[src/page_mapped_ftl_greedy_gc_assert.svh]
// Assertion macros shared by the FTL controller and datapath.
// Depends on clk_i and rst_ni being visible in the module that expands them.
`ifndef PAGE_MAPPED_FTL_GREEDY_GC_ASSERT_SVH
`define PAGE_MAPPED_FTL_GREEDY_GC_ASSERT_SVH

// Plain property, checked on every rising edge outside reset.
`define PMFG_ASSERT(lbl, prop, msg) \
  lbl: assert property (@(posedge clk_i) disable iff (!rst_ni) (prop)) else $error(msg);

// Same-cycle implication.
`define PMFG_ASSERT_IMP(lbl, ante, cons, msg) \
  `PMFG_ASSERT(lbl, (ante) |-> (cons), msg)

`endif

[src/pmfg_pkg.sv]
// Shared constants, command codes and control structs for the FTL block.
// No dependencies.
`timescale 1ns / 1ps

package pmfg_pkg;

  localparam int PPB        = 64;
  localparam int NUM_BLOCKS = 64;
  localparam int MAX_LP     = 4096;
  localparam int PHYS_PAGES = NUM_BLOCKS * PPB;

  localparam int BLK_W  = $clog2(NUM_BLOCKS);
  localparam int PG_W   = $clog2(PPB);
  localparam int PPN_W  = $clog2(PHYS_PAGES);
  localparam int LPN_W  = $clog2(MAX_LP);
  localparam int ENT_W  = 13;
  localparam int VC_W   = $clog2(PPB + 2);
  localparam int AP_W   = $clog2(PPB + 1);
  localparam int ROOM_W = AP_W + 1;
  localparam int CNT_W  = 48;
  localparam int BIU_W  = 7;
  localparam int LPL_W  = 13;
  localparam int CFG_IDX_W  = 2;
  localparam int CFG_DATA_W = 13;
  localparam int ST_W   = 2;

  localparam logic [BIU_W-1:0] BIU_RESET = BIU_W'(64);
  localparam logic [LPL_W-1:0] LPL_RESET = LPL_W'(3584);

  localparam logic [CFG_IDX_W-1:0] CFG_BLOCKS_IN_USE = CFG_IDX_W'(0);
  localparam logic [CFG_IDX_W-1:0] CFG_LOGICAL_PAGES = CFG_IDX_W'(1);

  localparam logic [ST_W-1:0] ST_OK     = ST_W'(0);
  localparam logic [ST_W-1:0] ST_RANGE  = ST_W'(1);
  localparam logic [ST_W-1:0] ST_WEDGED = ST_W'(2);

  typedef enum logic [3:0] {
    CMD_NONE,
    CMD_CLEAR,
    CMD_ACCEPT,
    CMD_CHECK,
    CMD_SCAN,
    CMD_RD_REL,
    CMD_CHK_REL,
    CMD_MOVE,
    CMD_ERASE,
    CMD_RD_FWD,
    CMD_RD_OLD,
    CMD_INVAL,
    CMD_HOST_PROG,
    CMD_RESULT
  } cmd_e;

  typedef struct packed {
    cmd_e op;
  } cmd_t;

  typedef struct packed {
    logic clr_last;
    logic oor;
    logic need_gc;
    logic scan_last;
    logic gc_go;
    logic rel_valid;
    logic rel_last;
    logic slot_ok;
  } stat_t;

endpackage

[src/pmfg_ctrl.sv]
// Controller: sequences clear sweep, collection and host write steps.
// Depends on pmfg_pkg and the assertion macro header.
`timescale 1ns / 1ps
`include "page_mapped_ftl_greedy_gc_assert.svh"

module pmfg_ctrl (
  input  logic            clk_i,
  input  logic            rst_ni,
  input  logic            in_valid_i,
  output logic            in_ready_o,
  output logic            out_valid_o,
  input  logic            out_ready_i,
  input  pmfg_pkg::stat_t stat_i,
  output pmfg_pkg::cmd_t  cmd_o
);

  localparam logic [3:0] S_CLEAR = 4'd0;
  localparam logic [3:0] S_IDLE  = 4'd1;
  localparam logic [3:0] S_CHK   = 4'd2;
  localparam logic [3:0] S_SCAN  = 4'd3;
  localparam logic [3:0] S_GDEC  = 4'd4;
  localparam logic [3:0] S_RREL  = 4'd5;
  localparam logic [3:0] S_CREL  = 4'd6;
  localparam logic [3:0] S_MOVE  = 4'd7;
  localparam logic [3:0] S_ERASE = 4'd8;
  localparam logic [3:0] S_HFWD  = 4'd9;
  localparam logic [3:0] S_HOLD  = 4'd10;
  localparam logic [3:0] S_HINV  = 4'd11;
  localparam logic [3:0] S_HPROG = 4'd12;
  localparam logic [3:0] S_DONE  = 4'd13;

  logic [3:0] state_q, state_d;
  logic       out_valid_q, out_valid_d;

  always_comb begin
    state_d     = state_q;
    cmd_o.op    = pmfg_pkg::CMD_NONE;
    out_valid_d = out_valid_q && !out_ready_i;
    in_ready_o  = (state_q == S_IDLE);
    unique case (state_q)
      S_CLEAR: begin
        cmd_o.op = pmfg_pkg::CMD_CLEAR;
        if (stat_i.clr_last) state_d = S_IDLE;
      end
      S_IDLE: begin
        if (in_valid_i) begin
          cmd_o.op = pmfg_pkg::CMD_ACCEPT;
          state_d  = S_CHK;
        end
      end
      S_CHK: begin
        cmd_o.op = pmfg_pkg::CMD_CHECK;
        if (stat_i.oor) state_d = S_DONE;
        else if (stat_i.need_gc) state_d = S_SCAN;
        else state_d = S_HFWD;
      end
      S_SCAN: begin
        cmd_o.op = pmfg_pkg::CMD_SCAN;
        if (stat_i.scan_last) state_d = S_GDEC;
      end
      S_GDEC: state_d = stat_i.gc_go ? S_RREL : S_HFWD;
      S_RREL: begin
        cmd_o.op = pmfg_pkg::CMD_RD_REL;
        state_d  = S_CREL;
      end
      S_CREL: begin
        cmd_o.op = pmfg_pkg::CMD_CHK_REL;
        if (stat_i.rel_valid) state_d = S_MOVE;
        else if (stat_i.rel_last) state_d = S_ERASE;
        else state_d = S_RREL;
      end
      S_MOVE: begin
        cmd_o.op = pmfg_pkg::CMD_MOVE;
        state_d  = stat_i.rel_last ? S_ERASE : S_RREL;
      end
      S_ERASE: begin
        cmd_o.op = pmfg_pkg::CMD_ERASE;
        state_d  = S_HFWD;
      end
      S_HFWD: begin
        cmd_o.op = pmfg_pkg::CMD_RD_FWD;
        state_d  = S_HOLD;
      end
      S_HOLD: begin
        cmd_o.op = pmfg_pkg::CMD_RD_OLD;
        state_d  = S_HINV;
      end
      S_HINV: begin
        cmd_o.op = pmfg_pkg::CMD_INVAL;
        state_d  = stat_i.slot_ok ? S_HPROG : S_DONE;
      end
      S_HPROG: begin
        cmd_o.op = pmfg_pkg::CMD_HOST_PROG;
        state_d  = S_DONE;
      end
      S_DONE: begin
        if (!out_valid_q || out_ready_i) begin
          cmd_o.op    = pmfg_pkg::CMD_RESULT;
          out_valid_d = 1'b1;
          state_d     = S_IDLE;
        end
      end
      default: state_d = S_IDLE;
    endcase
  end

  always_ff @(posedge clk_i or negedge rst_ni) begin
    if (!rst_ni) begin
      state_q     <= S_CLEAR;
      out_valid_q <= 1'b0;
    end else begin
      state_q     <= state_d;
      out_valid_q <= out_valid_d;
    end
  end

  assign out_valid_o = out_valid_q;

  `PMFG_ASSERT_IMP(a_no_overwrite, cmd_o.op == pmfg_pkg::CMD_RESULT, !out_valid_q || out_ready_i, "pending result overwritten")

endmodule

[config.mk]
export PLATFORM = sky130hd
export DESIGN_NAME = pmfg_ctrl
export DESIGN_NICKNAME = d
export VERILOG_FILES = /design/src/pmfg_pkg.sv /design/src/pmfg_ctrl.sv
export VERILOG_INCLUDE_DIRS = /design/src /design/src/src
export SDC_FILE = /design/constraint.sdc
export NUM_CORES = 1
export LEC_CHECK = 0
export BUFFER_PORTS_ARGS = -buffer_cell sky130_fd_sc_hd__buf_2
export CORE_AREA = 2 2 39 41
export CTS_BUF_LIST = sky130_fd_sc_hd__clkbuf_4 sky130_fd_sc_hd__clkbuf_8
export DETAILED_ROUTE_END_ITERATION = 16
export DIE_AREA = 0 0 41 43
export GPL_TIMING_DRIVEN = 0
export PLACE_DENSITY = 0.66
export SETUP_SLACK_MARGIN = 0.1
export SYNTH_ARGS = -nofsm -noshare
export SYNTH_HDL_FRONTEND = slang
export SYNTH_SLANG_ARGS = --single-unit
[constraint.sdc]
create_clock -name clk_i -period 2.15 [get_ports clk_i]
set_clock_uncertainty 0.2 [all_clocks]
set_input_delay 0.3225 -clock clk_i [delete_from_list [all_inputs] [get_ports clk_i]]
set_output_delay 0.3225 -clock clk_i [all_outputs]
set_load 0.005 [all_outputs]
======== After elaboration in Yosys (flattened, before gate mapping) ========
Cells that the tools add are included.
W data, S select, Z words.
word-level totals
  register bits after elaboration ......... 5
  output and inout port bits .............. 6
  logic and storage cells ................. 41
  input port bits ......................... 12
cells by class
  equality and inequality tests ........... 17
  multiplexer cells ....................... 16
  reductions and logical operators ........ 6
operators with widths
  kind                  number
  $pmux W4 S14          1
  $pmux W4 S13          1
  $mux W4               10
  $eq A4 B4 Y1 const B  6
  $eq A4 B3 Y1 const B  4
  $eq A4 B2 Y1 const B  2
  $ne A2 B2 Y1 const B  4
  $eq A4 B1 Y1 const B  1
  $logic_not A4 Y1      1
  $reduce_and A4 Y1     1
  $mux W1               3
  $logic_not A1 Y1      2
  $mux W2               1
  $logic_and A1 B1 Y1   1
  $logic_or A1 B1 Y1    1

======== Longest topological paths before layout ========
  word-level depth ........................ 4
  depth in mapped cells ................... 5
  mapped depth without buffers ............ 4

======== Worst setup path before layout ========
OpenSTA, ideal clock, no wires.
  path type ............................... flip-flop to output port
  from .................................... reg state_q[1]
  to ...................................... out cmd_o[1] (netlist bit)
  buffers on the path ..................... 0
  path slack .............................. 0.595 ns
  cell stages (with the launch flop) ...... 5
  arrival ................................. 1.033 ns
  data required time ...................... 1.627 ns
  cell sequence ........................... dfrtp_1 > inv_1 > nand2_1 > o31a_1 > o22ai_1
RTL lines
  item                      RTL line          RTL
  start: declaration        pmfg_ctrl.sv:32   logic [3:0] state_q, state_d;
  start signal: assignment  pmfg_ctrl.sv:112  state_q <= state_d;
  end: declaration          pmfg_ctrl.sv:14   output pmfg_pkg::cmd_t cmd_o

==> results.env <==
GR-TOTAL-OVERFLOW=0
TIMING.FINAL.MAX_SLEW_VIOLATIONS=0
TIMING.FINAL.HOLD_VIOLATIONS=0
PLACE.GP.CONGESTION=0.940
POWER_FRAC_CLOCK_PCT=12.6
DIE_W_UM=41
SYNTH_TOP_CELLS_BY_AREA='dfrtp_1 26%, a21oi_1 10%, nand2b_1 5.1%'
DETAILROUTE.WIRELENGTH.MET2_UM=573
SYNTH-SIMPLE-AREA-SHARE_PCT=23.6
GRT_START_MAX_NET_PINS=11
SLEW_AT_THE_PIN_CLOSEST_TO_ITS_MAX_SLEW_LIMIT_NS=0.353
SWITCHING_SHARE_PCT=47.9
COMPOUND_GATE_FRACTION_OF_SYNTH_AREA_PCT=40.3
DRT.ANTENNA.VIOLATING_NETS=0
WORST_PATH_MAX_DELAY_CELL='dfrtp_1'
TIME_THE_WORST_PATH_NEEDS_WITH_I_O_DELAYS_AND_SETUP_NS=1.95
YS_FF_LATCH=5
DETAIL_ROUTE.WL_PER_CELL_UM=12.1
DIE_AREA_UM2=1760
PORTION_OF_NETLIST_AREA_OCCUPIED_BY_MUX_CELLS_PCT=0
SYNTH_TOP_FAMILY_BY_AREA='compound AO/OA/AOI/OAI gates'
FINAL_NETS=105
NETLIST_AREA_UM2=488
R2R-START='state_q[0]'
END_KIND='primary output'
FIRST_ITER_VIOLATIONS=21
TIMING.MAX_SLEW.REL_SLACK_PCT=75.9
WORST-PATH-MAX-FANOUT=10
COMMONEST_CELLS_POST_SYNTH='10 x a21oi_1, 6 x inv_1, 6 x nand2_1, 6 x nor2_1'
TOP_CELL_FAMILY_BY_DELAY_ON_THE_CRITICAL_PATH='flip-flops'
SYNTHESIS.YOSYS.WARNINGS=0
VERTICAL_EXTENT_OF_THE_DIE_UM=43
CP_CELL_SEQUENCE='buf_2 > nand2_2 > a21oi_1 > a211oi_1 > buf_2'
POST_SYNTHESIS_CELL_TYPE_COUNT=23
CRIT_TYPE='reg -> out'
CP_DATA_REQUIRED_TIME_NS=1.63
LAYOUT-AREA-OVERHEAD-VS-SYNTH_PCT=31.5
CLOCK_TREE_FROM_TRITONCTS='yes'
SYNTH.MOST_COMMON_CELL='a21oi_1'
GRT_UTIL_ALL_LAYERS_PCT=17.2
CTS.HTREE.LEVELS=1
POWER_SWITCHING_mW=0.464
WORST_SETUP_PATH_STARTPOINT='state_q[3]'
MAXCLOCKFREQUENCY_MHz=512
SYN_AVG_CELL_AREA_UM2=6.97
MAX-CLOCK-PATH-BUFFERS=2
TOTALWIRELENGTH_UM=1300
CLKSLEWWORSTSETUPHOLDPATHS_NS=0.04
FINALSETUPTNS_NS=0
POWER_PER_CELL_AREA_nW_PER_UM2=1510
TOTAL_LEAKAGE_POWER_nW=0.290
MAX_CAP_VIOL_COUNT=0
ASYNC_FLOP_SHARE_PCT=100
HIGHEST-SIGNAL-LAYER='met4'
CTS_SETUP_BUFFERS=0
DETAIL_ROUTE.DRC_VIOLATIONS=0
DRT-VIAS-PER-INSTANCE=5.62
NUMBER_OF_STANDARD_CELLS_AFTER_SYNTHESIS=70
NUMPORTBUFFERS=17
SYNTH-XOR-AREA-SHARE_PCT=0
GRT_ANTENNA_BEFORE_REPAIR=0
IR_WORST_VDD_mV=0.613
FINALCRITPERIODSHARE_PCT=90.9
YOSYS_MOST_USED_DFF='dfrtp_1'
SYNTH_NETS=82
ROUTEDLENGTHMET1_UM=611
TRITONCTS_SINKS=5
SEQ_POWER_SHARE_PCT=21.0
GRT_SETUP_UNREPAIRED='true'
SYNTH_FA_HA_AREA_SHARE_PCT=0
GRT_PASS1_VIAS=496
CTS.ROOT.BUFFER_CELL='clkbuf_4'
FLOORPLAN.CORE_AREA_UM2=1380
PATH_BUF_INV=2
SYNTH_LARGEST_TYPE_AREA_FRACTION_PCT=25.6
COMBINATIONALPOWERSHARE_PCT=66.3
LAYOUT-DRIVE-GT1-SHARE_PCT=32.6
CRIT_PATH_START_KIND='flop'
CTS_BUFFERS=3
INSERTION_DELAY_NS=0.24
DIODES=0
RUN_STATUS='finished clean'
GRT_PASS1_WL_UM=2070
CRITICAL-PATH-MAX-STAGE-DELAY_NS=0.44
POWER.INTERNAL_mW=0.505
SYNTH-SEQ-AREA-SHARE_PCT=25.6
SYNTHDOMINANTAREACELLTYPE='dfrtp_1'
HOLD_START='stat_i[7]'
DRT_FIRST_PASS_ITERS=4
WORST-ENDPOINT-ARRIVAL_NS=1.43
DETAILED_PLACE_HPWL_UM=1030
FLOORPLAN.INITIALDENSITY_PCT=35.3
NFILLCELLS=146
TOTALPOWERFINAL_mW=0.968
HOLDCRITPATHCLASS='in -> reg'
SETUP_VIOL=0
ROUTE.MET3.WL_UM=92
CELL_OCCURRING_MOST_OFTEN_ALONG_THE_WORST_TIMING_PATH='buf_2'
SYNTH_ENABLE_FLOP_CELLS=0
VIA_COUNT=607
ROWS=14
IOS=18
[worst register-to-register path, cell delays in order (launching register included)]
cell and delay (ns):
dfrtp_1 0.45, nand2b_1 0.23, or2_0 0.21, a21oi_1 0.15, a2bb2oi_1 0.16
[metrics by stage]
stage | std cells | area (µm²) | worst slack (ns) | utilization, % | hold WS, ns
5_1_grt | 108 | 642 | 0.0993 | 46.4 | 0.188
4_1_cts | 108 | 633 | 0.130 | 45.8 | 0.185
2_1_floorplan | 70 | 488 | 0.595 | - | -0.173
3_3_place_gp | 103 | 593 | 0.363 | 42.9 | -0.0610
6_report | 108 | 642 | 0.196 | 46.4 | 0.196
3_5_place_dp | 103 | 593 | 0.356 | 42.9 | -0.0592
[layout by cell type, fill, tap and decap left out, types with 4 or more instances in the layout]
master / n
buf_2: 19
clkbuf_4: 4
nand2b_1: 4
nor2_1: 5
o21ai_0: 4
dfrtp_1: 4
nand2_1: 4
nor3_1: 5
a21oi_1: 10
inv_1: 5
[cell families (layout without fill, tap and decap cells)]
kind of cell,Yosys count,count (layout)
compound gates,31,31
buf+inv,10,32
flops,5,5
simple gates,24,24
[state kept, by name, indices dropped and copies added, names as in the netlist]
signal and count:
state_q 4, out_valid_o 1
[routing by layer]
metal	global-route usage [%]	vias to the layer above
li1	-	303
met1	23.6	274
met5	0	-
met3	6.81	4
met2	22.2	26
met4	9.33	0
[final cells by class]
type                    count  area [µm²]  share of cell area (%)
plain buffers               4        28.8                    4.48
clock buffers               4        30.0                    4.68
inverters                   6        22.5                    3.51
multi-input cells          55         319                    49.7
flip-flops and latches      5         126                    19.7
well taps                  16        20.0                    3.12
repair buffers             18        95.1                    14.8
[path summary, 6_finish.rpt]
| check | endpoint | cells after the start | slack [ns] |
|---|---|---|---|
| max | cmd_o[0] | 5 | 0.20 |
| min | state_q[0] | 3 | 0.20 |
| max reg2reg | state_q[1] | 4 | 0.67 |
| min reg2reg | out_valid_o | 2 | 0.40 |
| max in group asynchronous | state_q[1] | 2 | 1.39 |
| min in group asynchronous | out_valid_o | 2 | 0.22 |
[timing repair]
item | CTS | global route
endpoints found under the setup margin | 1 | 2
hold endpoints to repair | 5 | 0
hold buffers | 1 | 0
resized for setup | 1 | 4
[power groups by stage]
stage | logic, mW | clock network (mW) | registers (mW)
floorplan | 0.458 | 0 | 0.181
global placement | 0.623 | 0 | 0.198
detailed placement | 0.622 | 0 | 0.198
CTS | 0.627 | 0.127 | 0.198
global route | 0.710 | 0.143 | 0.212
finish | 0.642 | 0.122 | 0.204
Power figures use the tool's default switching activity.
